===== src/bitq_pkg.sv =====
package bitq_pkg;

    localparam int Z_BINS_DEF       = 8;
    localparam int PHI_BINS_DEF     = 8;
    localparam int MAX_CLUSTERS_DEF = 4096;

    localparam int S_TDATA_W = 72;
    localparam int M_TDATA_W = 8;
    localparam int CFG_W     = 16;

    localparam logic REQ_LOAD  = 1'b0;
    localparam logic REQ_QUERY = 1'b1;

    localparam logic REG_LAYER_HALF_Z = 1'b0;
    localparam logic REG_Z_BIN_SCALE  = 1'b1;

    localparam logic [14:0] LAYER_HALF_Z_RST = 15'd1024;
    localparam logic [15:0] Z_BIN_SCALE_RST  = 16'd256;

    typedef struct packed {
        logic        req_type;
        logic [5:0]  cluster_bin;
        logic        cluster_last;
        logic [15:0] z_min;
        logic [15:0] z_max;
        logic [15:0] phi_min;
        logic [15:0] phi_max;
    } cmd_t;

    typedef enum logic [2:0] {
        ST_IDLE,
        ST_FILL,
        ST_QZLO,
        ST_QZHI,
        ST_WALK,
        ST_CHECK,
        ST_FINISH
    } state_t;

endpackage


===== src/bitq_front.sv =====
module bitq_front (
    input  logic                              clk,
    input  logic                              rst_n,
    input  logic                              s_tvalid,
    output logic                              s_tready,
    input  logic [bitq_pkg::S_TDATA_W-1:0]    s_tdata,
    input  logic                              s_tlast,
    input  logic                              s_tuser,
    output logic                              cmd_valid,
    input  logic                              cmd_ready,
    output bitq_pkg::cmd_t                    cmd
);

    bitq_pkg::cmd_t q_reg [2];
    logic           wp_reg, wp_next;
    logic           rp_reg, rp_next;
    logic [1:0]     cnt_reg, cnt_next;
    bitq_pkg::cmd_t in_cmd;
    logic           push, pop;

    // unpack the word into a command
    always_comb
    begin
        in_cmd.req_type     = s_tuser;
        in_cmd.cluster_bin  = s_tdata[5:0];
        in_cmd.cluster_last = s_tlast;
        in_cmd.z_min        = s_tdata[21:6];
        in_cmd.z_max        = s_tdata[37:22];
        in_cmd.phi_min      = s_tdata[53:38];
        in_cmd.phi_max      = s_tdata[69:54];
    end

    assign s_tready  = (cnt_reg != 2'd2);
    assign cmd_valid = (cnt_reg != 2'd0);
    assign cmd       = q_reg[rp_reg];
    assign push      = s_tvalid && s_tready;
    assign pop       = cmd_valid && cmd_ready;

    always_comb
    begin
        wp_next  = push ? ~wp_reg : wp_reg;
        rp_next  = pop ? ~rp_reg : rp_reg;
        cnt_next = cnt_reg + {1'b0, push} - {1'b0, pop};
    end

    always_ff @(posedge clk or negedge rst_n)
    begin
        if (!rst_n)
        begin
            wp_reg  <= 1'b0;
            rp_reg  <= 1'b0;
            cnt_reg <= 2'd0;
        end
        else
        begin
            wp_reg  <= wp_next;
            rp_reg  <= rp_next;
            cnt_reg <= cnt_next;
        end
    end

    always_ff @(posedge clk)
    begin
        if (push)
        begin
            q_reg[wp_reg] <= in_cmd;
        end
    end

endmodule


===== src/bitq_back.sv =====
module bitq_back #(
    parameter int Z_BINS       = bitq_pkg::Z_BINS_DEF,
    parameter int PHI_BINS     = bitq_pkg::PHI_BINS_DEF,
    parameter int MAX_CLUSTERS = bitq_pkg::MAX_CLUSTERS_DEF
) (
    input  logic                              clk,
    input  logic                              rst_n,
    input  logic                              cmd_valid,
    output logic                              cmd_ready,
    input  bitq_pkg::cmd_t                    cmd,
    input  logic [14:0]                       layer_half_z,
    input  logic [15:0]                       z_bin_scale,
    output logic                              m_tvalid,
    input  logic                              m_tready,
    output logic [bitq_pkg::M_TDATA_W-1:0]    m_tdata,
    output logic                              m_tlast,
    output logic                              m_tuser
);

    localparam int NBINS  = Z_BINS * PHI_BINS;
    localparam int ADDR_W = $clog2(NBINS + 1);
    localparam int PTR_W  = $clog2(NBINS + 2);
    localparam int CNT_W  = $clog2(MAX_CLUSTERS + 1);
    localparam int ZB_W   = (Z_BINS > 1) ? $clog2(Z_BINS) : 1;
    localparam int PB_W   = (PHI_BINS > 1) ? $clog2(PHI_BINS) : 1;
    localparam int PN_W   = $clog2(PHI_BINS + 1);

    logic [CNT_W-1:0] mem [NBINS + 1];
    logic [CNT_W-1:0] rd0_reg, rd1_reg;

    bitq_pkg::state_t state_reg, state_next;
    logic [ADDR_W-1:0] prev_reg, prev_next;
    logic [CNT_W-1:0]  cnt_reg, cnt_next;
    logic [PTR_W-1:0]  ptr_reg, ptr_next;
    logic [PTR_W-1:0]  end_reg, end_next;
    logic [CNT_W-1:0]  val_reg, val_next;
    logic              lastpend_reg, lastpend_next;
    logic [15:0]       zmin_reg, zmin_next;
    logic [15:0]       zmax_reg, zmax_next;
    logic [15:0]       phimin_reg, phimin_next;
    logic [15:0]       phimax_reg, phimax_next;
    logic [15:0]       zlo_reg, zlo_next;
    logic [ZB_W-1:0]   zhi_reg, zhi_next;
    logic [PB_W-1:0]   pcur_reg, pcur_next;
    logic [ZB_W-1:0]   zcur_reg, zcur_next;
    logic [PN_W-1:0]   prem_reg, prem_next;
    logic [ADDR_W-1:0] curb_reg, curb_next;
    logic              final_reg, final_next;
    logic              pend_valid_reg, pend_valid_next;
    logic [ADDR_W-1:0] pend_bin_reg, pend_bin_next;
    logic              out_valid_reg, out_valid_next;
    logic [ADDR_W-1:0] out_bin_reg, out_bin_next;
    logic              out_last_reg, out_last_next;
    logic              out_none_reg, out_none_next;

    logic              mem_we;
    logic [ADDR_W-1:0] mem_waddr;
    logic [CNT_W-1:0]  mem_wdata;
    logic              rd_en;
    logic [ADDR_W-1:0] rd_addr0, rd_addr1;

    logic              out_free;
    logic [ADDR_W-1:0] cb_sat;
    logic signed [16:0] zmin17, zmax17, half17, zsum;
    logic [31:0]       prod;
    logic [15:0]       zhi_c;
    logic [PB_W-1:0]   plo, phi_hi;
    logic [PN_W-1:0]   pnum;
    int                pdiff;
    logic [ADDR_W-1:0] walk_b;
    logic              hit;

    assign cmd_ready = (state_reg == bitq_pkg::ST_IDLE);
    assign out_free  = !out_valid_reg || m_tready;

    assign m_tvalid = out_valid_reg;
    assign m_tdata  = {2'b00, 6'(out_bin_reg)};
    assign m_tlast  = out_last_reg;
    assign m_tuser  = out_none_reg;

    // shared z bin multiplier: low bound in QZLO, high bound in QZHI
    always_comb
    begin
        zmin17 = 17'(signed'(zmin_reg));
        zmax17 = 17'(signed'(zmax_reg));
        half17 = signed'({2'b00, layer_half_z});
        zsum   = ((state_reg == bitq_pkg::ST_QZLO) ? zmin17 : zmax17) + half17;
        prod   = 32'(zsum[15:0]) * 32'(z_bin_scale);
        cb_sat = (32'(cmd.cluster_bin) >= NBINS) ? ADDR_W'(NBINS - 1)
                                                 : ADDR_W'(cmd.cluster_bin);
        zhi_c  = (prod[31:16] > 16'(Z_BINS - 1)) ? 16'(Z_BINS - 1) : prod[31:16];
        plo    = PB_W'((32'(phimin_reg) * PHI_BINS) >> 16);
        phi_hi = PB_W'((32'(phimax_reg) * PHI_BINS) >> 16);
        pdiff  = int'(phi_hi) - int'(plo) + 1;
        if (pdiff < 0)
        begin
            pdiff = pdiff + PHI_BINS;
        end
        pnum   = PN_W'(pdiff);
        walk_b = ADDR_W'(int'(pcur_reg) * Z_BINS + int'(zcur_reg));
        hit    = (rd0_reg != rd1_reg);
    end

    always_comb
    begin
        state_next      = state_reg;
        prev_next       = prev_reg;
        cnt_next        = cnt_reg;
        ptr_next        = ptr_reg;
        end_next        = end_reg;
        val_next        = val_reg;
        lastpend_next   = lastpend_reg;
        zmin_next       = zmin_reg;
        zmax_next       = zmax_reg;
        phimin_next     = phimin_reg;
        phimax_next     = phimax_reg;
        zlo_next        = zlo_reg;
        zhi_next        = zhi_reg;
        pcur_next       = pcur_reg;
        zcur_next       = zcur_reg;
        prem_next       = prem_reg;
        curb_next       = curb_reg;
        final_next      = final_reg;
        pend_valid_next = pend_valid_reg;
        pend_bin_next   = pend_bin_reg;
        out_valid_next  = out_valid_reg && !m_tready;
        out_bin_next    = out_bin_reg;
        out_last_next   = out_last_reg;
        out_none_next   = out_none_reg;
        mem_we          = 1'b0;
        mem_waddr       = ADDR_W'(ptr_reg);
        mem_wdata       = val_reg;
        rd_en           = 1'b0;
        rd_addr0        = walk_b;
        rd_addr1        = walk_b + 1'b1;

        case (state_reg)
            bitq_pkg::ST_IDLE:
            begin
                if (cmd_valid)
                begin
                    if (cmd.req_type == bitq_pkg::REQ_LOAD)
                    begin
                        ptr_next = PTR_W'(1);
                        end_next = '0;
                        if (cnt_reg < CNT_W'(MAX_CLUSTERS))
                        begin
                            if (cnt_reg == '0)
                            begin
                                ptr_next  = '0;
                                end_next  = '0;
                                val_next  = '0;
                                prev_next = '0;
                            end
                            else if (cb_sat > prev_reg)
                            begin
                                ptr_next  = PTR_W'(prev_reg) + 1'b1;
                                end_next  = PTR_W'(cb_sat);
                                val_next  = cnt_reg;
                                prev_next = cb_sat;
                            end
                            cnt_next = cnt_reg + 1'b1;
                        end
                        lastpend_next = cmd.cluster_last;
                        state_next    = bitq_pkg::ST_FILL;
                    end
                    else
                    begin
                        zmin_next   = cmd.z_min;
                        zmax_next   = cmd.z_max;
                        phimin_next = cmd.phi_min;
                        phimax_next = cmd.phi_max;
                        state_next  = bitq_pkg::ST_QZLO;
                    end
                end
            end

            bitq_pkg::ST_FILL:
            begin
                if (ptr_reg <= end_reg)
                begin
                    mem_we   = 1'b1;
                    ptr_next = ptr_reg + 1'b1;
                end
                else if (lastpend_reg)
                begin
                    // close the load: run the tail up to the end entry
                    ptr_next      = PTR_W'(prev_reg) + 1'b1;
                    end_next      = PTR_W'(NBINS);
                    val_next      = cnt_reg;
                    prev_next     = '0;
                    cnt_next      = '0;
                    lastpend_next = 1'b0;
                end
                else
                begin
                    state_next = bitq_pkg::ST_IDLE;
                end
            end

            bitq_pkg::ST_QZLO:
            begin
                if (zmax17 < -half17 || zmin17 > half17 || zmin17 > zmax17)
                begin
                    state_next = bitq_pkg::ST_FINISH;
                end
                else
                begin
                    zlo_next   = zsum[16] ? 16'd0 : prod[31:16];
                    state_next = bitq_pkg::ST_QZHI;
                end
            end

            bitq_pkg::ST_QZHI:
            begin
                if (zlo_reg > zhi_c || pnum == '0)
                begin
                    state_next = bitq_pkg::ST_FINISH;
                end
                else
                begin
                    zhi_next   = ZB_W'(zhi_c);
                    zcur_next  = ZB_W'(zlo_reg);
                    pcur_next  = plo;
                    prem_next  = pnum;
                    state_next = bitq_pkg::ST_WALK;
                end
            end

            bitq_pkg::ST_WALK:
            begin
                rd_en      = 1'b1;
                curb_next  = walk_b;
                final_next = (prem_reg == PN_W'(1)) && (zcur_reg == zhi_reg);
                if (zcur_reg == zhi_reg)
                begin
                    zcur_next = ZB_W'(zlo_reg);
                    pcur_next = (pcur_reg == PB_W'(PHI_BINS - 1)) ? '0 : pcur_reg + 1'b1;
                    prem_next = prem_reg - 1'b1;
                end
                else
                begin
                    zcur_next = zcur_reg + 1'b1;
                end
                state_next = bitq_pkg::ST_CHECK;
            end

            bitq_pkg::ST_CHECK:
            begin
                // hold a hit back one step so the final one can carry last
                if (!(hit && pend_valid_reg && !out_free))
                begin
                    if (hit)
                    begin
                        if (pend_valid_reg)
                        begin
                            out_valid_next = 1'b1;
                            out_bin_next   = pend_bin_reg;
                            out_last_next  = 1'b0;
                            out_none_next  = 1'b0;
                        end
                        pend_valid_next = 1'b1;
                        pend_bin_next   = curb_reg;
                    end
                    state_next = final_reg ? bitq_pkg::ST_FINISH : bitq_pkg::ST_WALK;
                end
            end

            bitq_pkg::ST_FINISH:
            begin
                if (out_free)
                begin
                    out_valid_next  = 1'b1;
                    out_last_next   = 1'b1;
                    out_none_next   = !pend_valid_reg;
                    out_bin_next    = pend_valid_reg ? pend_bin_reg : '0;
                    pend_valid_next = 1'b0;
                    state_next      = bitq_pkg::ST_IDLE;
                end
            end

            default:
            begin
                state_next = bitq_pkg::ST_IDLE;
            end
        endcase
    end

    always_ff @(posedge clk or negedge rst_n)
    begin
        if (!rst_n)
        begin
            state_reg      <= bitq_pkg::ST_IDLE;
            prev_reg       <= '0;
            cnt_reg        <= '0;
            lastpend_reg   <= 1'b0;
            pend_valid_reg <= 1'b0;
            out_valid_reg  <= 1'b0;
        end
        else
        begin
            state_reg      <= state_next;
            prev_reg       <= prev_next;
            cnt_reg        <= cnt_next;
            lastpend_reg   <= lastpend_next;
            pend_valid_reg <= pend_valid_next;
            out_valid_reg  <= out_valid_next;
        end
    end

    always_ff @(posedge clk)
    begin
        ptr_reg      <= ptr_next;
        end_reg      <= end_next;
        val_reg      <= val_next;
        zmin_reg     <= zmin_next;
        zmax_reg     <= zmax_next;
        phimin_reg   <= phimin_next;
        phimax_reg   <= phimax_next;
        zlo_reg      <= zlo_next;
        zhi_reg      <= zhi_next;
        pcur_reg     <= pcur_next;
        zcur_reg     <= zcur_next;
        prem_reg     <= prem_next;
        curb_reg     <= curb_next;
        final_reg    <= final_next;
        pend_bin_reg <= pend_bin_next;
        out_bin_reg  <= out_bin_next;
        out_last_reg <= out_last_next;
        out_none_reg <= out_none_next;
    end

    // start table: one write port, two registered read ports
    always_ff @(posedge clk)
    begin
        if (mem_we)
        begin
            mem[mem_waddr] <= mem_wdata;
        end
        if (rd_en)
        begin
            rd0_reg <= mem[rd_addr0];
            rd1_reg <= mem[rd_addr1];
        end
    end

endmodule


===== src/binned_index_table_range_query_top.sv =====
// Channel   Dir  tdata (low bit up)                              tlast         tuser
// s_axis    in   cluster_bin, z_min, z_max, phi_min, phi_max, 0  cluster_last  req_type
// m_axis    out  bin_index, 0                                    last          none_found
// cfg       in   cfg_addr 0 layer_half_z, 1 z_bin_scale; cfg_wdata, cfg_we
//
// A load word fills its table entries one per cycle through the single
// table write port; the last load word then runs the tail up to the end
// entry. A query whose z range misses the layer, or whose window is empty,
// ends without a walk; any other query walks the bins in its window, each
// with a start table read and then a compare; a stalled output holds the
// walk sequencer.
// Reset clears the sequencer, the load count and the output valid; the
// start table is not cleared. A two-word queue in front keeps s_tready up
// while the back end works or the output stalls, until it holds two words.
module binned_index_table_range_query_top #(
    parameter int Z_BINS       = bitq_pkg::Z_BINS_DEF,
    parameter int PHI_BINS     = bitq_pkg::PHI_BINS_DEF,
    parameter int MAX_CLUSTERS = bitq_pkg::MAX_CLUSTERS_DEF
) (
    input  logic                              clk,
    input  logic                              rst_n,
    input  logic                              s_tvalid,
    output logic                              s_tready,
    // cluster_bin[5:0], z_min[21:6], z_max[37:22], phi_min[53:38], phi_max[69:54]
    input  logic [bitq_pkg::S_TDATA_W-1:0]    s_tdata,
    input  logic                              s_tlast,
    // req_type
    input  logic                              s_tuser,
    output logic                              m_tvalid,
    input  logic                              m_tready,
    // bin_index[5:0]
    output logic [bitq_pkg::M_TDATA_W-1:0]    m_tdata,
    output logic                              m_tlast,
    // none_found
    output logic                              m_tuser,
    input  logic                              cfg_we,
    input  logic                              cfg_addr,
    input  logic [bitq_pkg::CFG_W-1:0]        cfg_wdata
);

    logic           cmd_valid;
    logic           cmd_ready;
    bitq_pkg::cmd_t cmd;
    logic [14:0]    layer_half_z_reg;
    logic [15:0]    z_bin_scale_reg;

    // configuration registers
    always_ff @(posedge clk or negedge rst_n)
    begin
        if (!rst_n)
        begin
            layer_half_z_reg <= bitq_pkg::LAYER_HALF_Z_RST;
            z_bin_scale_reg  <= bitq_pkg::Z_BIN_SCALE_RST;
        end
        else if (cfg_we)
        begin
            case (cfg_addr)
                bitq_pkg::REG_LAYER_HALF_Z: layer_half_z_reg <= cfg_wdata[14:0];
                bitq_pkg::REG_Z_BIN_SCALE:  z_bin_scale_reg  <= cfg_wdata;
                default:                    z_bin_scale_reg  <= z_bin_scale_reg;
            endcase
        end
    end

    // front: accept words and queue them
    bitq_front u_front (
        .clk       (clk),
        .rst_n     (rst_n),
        .s_tvalid  (s_tvalid),
        .s_tready  (s_tready),
        .s_tdata   (s_tdata),
        .s_tlast   (s_tlast),
        .s_tuser   (s_tuser),
        .cmd_valid (cmd_valid),
        .cmd_ready (cmd_ready),
        .cmd       (cmd)
    );

    // back: build the start table, walk query windows
    bitq_back #(
        .Z_BINS       (Z_BINS),
        .PHI_BINS     (PHI_BINS),
        .MAX_CLUSTERS (MAX_CLUSTERS)
    ) u_back (
        .clk          (clk),
        .rst_n        (rst_n),
        .cmd_valid    (cmd_valid),
        .cmd_ready    (cmd_ready),
        .cmd          (cmd),
        .layer_half_z (layer_half_z_reg),
        .z_bin_scale  (z_bin_scale_reg),
        .m_tvalid     (m_tvalid),
        .m_tready     (m_tready),
        .m_tdata      (m_tdata),
        .m_tlast      (m_tlast),
        .m_tuser      (m_tuser)
    );

endmodule


===== config.mk =====
export PLATFORM = sky130hd
export DESIGN_NAME = binned_index_table_range_query_top
export DESIGN_NICKNAME = d
export VERILOG_FILES = /design/src/bitq_pkg.sv /design/src/bitq_front.sv /design/src/bitq_back.sv /design/src/binned_index_table_range_query_top.sv
export SDC_FILE = /design/constraint.sdc
export NUM_CORES = 2
export LEC_CHECK = 0
export BUFFER_PORTS_ARGS = -buffer_cell sky130_fd_sc_hd__buf_2
export CAP_MARGIN = 20
export CORE_MARGIN = 1.5
export CORE_UTILIZATION = 36
export DETAILED_ROUTE_END_ITERATION = 10
export SYNTH_ARGS = -nofsm -noshare
export SYNTH_HDL_FRONTEND = slang
export SYNTH_SLANG_ARGS = --single-unit

===== constraint.sdc =====
create_clock -name clk -period 13.7 [get_ports clk]
set_input_delay 0.685 -clock clk [delete_from_list [all_inputs] [get_ports clk]]
set_output_delay 0.685 -clock clk [all_outputs]
set_load 0.02 [all_outputs]

==> impl_results.md <==
- Area after DPL: 64,800 µm²
- Via count: 34,082
- Pin count of the biggest net entering global routing: 137
- GRT Util Overall: 18.2%
- Vias in the first global route: 35,160
- Area of the core: 169,000 µm²
- Max-Cap Viols: 0
- Startpoint class of the critical path: flop
- Max clock buf depth: 3
- Fin. max-slew vios: 0
- HPWL Detailed: 102,000 µm
- CP dominant cell by count: fa_1
- Register area share after synthesis: 55.3%
- Layout cells sized above 1: 26.0%
- WS Path Type: flop to flop
- Global-route wire length before repair: 233,000 µm
- Filler Cells Inserted: 15,042
- Syn. warnings: 0
- Worst min path class: input pin to async pin
- Netlist Area Pre-Place: 61,200 µm²
- IO Count: 108
- Outcome: complete, no violations
- Non-filler instance count after layout: 6,152
- Pre-CTS setup slack: 1.19 ns
- Post-synth EDFFs: 1,078
- Final Critical Period: 12.36 ns
- Gates resized, CTS repair: 0
- Clock sink count: 1,138
- Post-synthesis async set-or-reset flop share: 5.27%
- Post-synth top flop: edfxtp_1
- DIE WIDTH: 415 µm
- Final Cycle Share: 90.3%
- Postcts setup bufs: 0
- Fin area: 68,800 µm²
- Clk_lat worst skew: 0.73 ns
- Top post-synthesis cells by area: edfxtp_1 (53%), mux4_2 (20%), fa_1 (6.4%), ha_1 (4.3%), dfrtp_1 (2.4%)
- Largest register FFs: 845
- Final Skew: 0.0363 ns
- Post-route setup slack: 1.34 ns
- Die Area: 173,000 µm²
- Starting Density: 36.2%
- Clk slew on worst S/H paths: 0.06 ns
- Die H: 415 µm
- Syn-to-layout area delta: 12.4%
- Routed Antenna Nets: 0
- H-tree Lvls: 3
- CP max FO: 11
- Fmax achieved: 0.0809 GHz
- TritonCTS clock tree: done
- Final setup viols: 0
- CP Capture Type: flop
- I/O Buffers: 77
- CTS Hold Buffers Added: 0
- WP data arrival: 12.70 ns
- Cell Rows: 151
- Max-slew headroom: 22.3%
- WL/cell: 25.3 µm
- Crit path required time: 14.04 ns
- Synth Instances: 3,694
- Final-stage net count: 4,333
- Synth top area share: 52.9%
- RePlAce Congestion: 0.819
- CP max-delay cell: a21oi_1
- Mapped Avg Cell Area: 16.6 µm²
- Cts bufs inserted: 117
- CP max stage delay: 0.60 ns
- Total wire length: 156,000 µm
- Initial antenna violation count: 16
- Yosys reg bits: 1,138
- Count of cell types in the netlist: 74
- RSZ-0062 raised after global routing: no
- Setup TNS: 0 ns
- Initial DRT Pass Iterations: 6
- Cell taking the most area after synthesis: edfxtp_1
- Worst Tran Pin Value: 1.16 ns
- Grt ovf: 0
- Final count of hold timing violations: 0
- Placed cells: 5,930
- Iteration-0 DRC Markers: 3,596
- Post-route DRC violation count: 0
- Vias per cell: 5.54
- Clk root buf: clkbuf_16
worst paths after layout:
path	from	endpoint	slack [ns]	cells after the start
max	u_back.state_reg[1]$_DFFE_PN0P_	u_back.prem_reg[3]$_DFFE_PP_	1.34	42
min	rst_n	u_back.cnt_reg[4]$_DFFE_PN0P_	0.12	2
max reg2reg	u_back.state_reg[1]$_DFFE_PN0P_	u_back.prem_reg[3]$_DFFE_PP_	1.34	42
min reg2reg	u_back.curb_reg[1]$_DFFE_PP_	u_back.pend_bin_reg[1]$_DFFE_PP_	0.42	0
max in group asynchronous	rst_n	layer_half_z_reg[11]$_DFFE_PN0P_	12.95	2
min in group clk	s_tdata[30]	u_front.q_reg[1][40]$_DFFE_PP_	0.15	1
logic make-up (layout without fill, tap and decap cells):
family	count (synthesis)	count (layout)	share of synthesized area (%)
fa+ha+maj	403	403	10.6
mux	626	626	21.5
buf+inv	508	731	3.24
simple gates	680	680	5.39
flops	1138	1138	55.3
other cells	2	19	0.0123
xor+xnor	85	85	1.22
compound gates	252	252	2.67
cells in the mapped netlist, types with 30 or more instances:
| library cell | number |
|---|---|
| mux4_2 | 546 |
| dfrtp_1 | 58 |
| a21oi_1 | 50 |
| nor2b_1 | 40 |
| fa_1 | 195 |
| nor3_1 | 30 |
| clkbuf_1 | 124 |
| xnor2_1 | 60 |
| edfxtp_1 | 1078 |
| ha_1 | 208 |
| inv_1 | 310 |
| nand2_1 | 219 |
| buf_1 | 38 |
| and2_1 | 113 |
| nor2_1 | 154 |
| o21ai_0 | 65 |
| a21o_1 | 30 |
| mux2_2 | 68 |
layer usage:
layer  vias to the layer above  part of all wire, %  GRT usage [%]
met5                         -                0.054              0
met4                        12                  3.0           5.96
met3                       236                  6.2           2.47
met2                      1148                   49           30.4
met1                     18112                   41           24.5
li1                      14574                    -              -
placed cells by master, fill, tap and decap left out, drive strengths merged, types with 50 or more instances in the layout:
cell / count
a21oi: 50
and2: 113
buf: 204
clkbuf: 152
dfrtp: 58
edfxtp: 1078
fa: 195
ha: 208
inv: 313
mux2: 68
mux4: 546
nand2: 219
nor2: 154
o21ai: 75
xnor2: 60
cell type report:
| cell class | instances | area (µm²) | area share [%] |
|---|---|---|---|
| flip-flops and latches | 1138 | 33900 | 49.2 |
| multi-input cells | 2061 | 25600 | 37.1 |
| clock buffers | 151 | 3140 | 4.56 |
| well taps | 2218 | 2780 | 4.03 |
| repair buffers | 205 | 1490 | 2.17 |
| inverters | 311 | 1170 | 1.70 |
| clock inverters | 64 | 816 | 1.19 |
| diodes | 4 | 10.0 | 0.0145 |
per-stage QoR:
step / hold slack [ns] / util, %
floorplan: 0.389 / -
global placement: 0.401 / 38.2
detailed placement: 0.410 / 38.3
CTS: 0.0951 / 40.7
global route: 0.124 / 40.7
finish: 0.122 / 40.7
critical path: cells and delay by family, from the launching register on:
| family | cells | cell delay (ns) |
|---|---|---|
| simple gates | 12 | 2.48 |
| flops | 1 | 0.49 |
| buf+inv | 4 | 0.23 |
| fa+ha+maj | 10 | 4.33 |
| xor+xnor | 1 | 0.59 |
| compound gates | 15 | 3.85 |
Power is left out: the tool's default activity adds up to more than one toggle a clock period on the data nets, which glitch-free logic cannot reach.
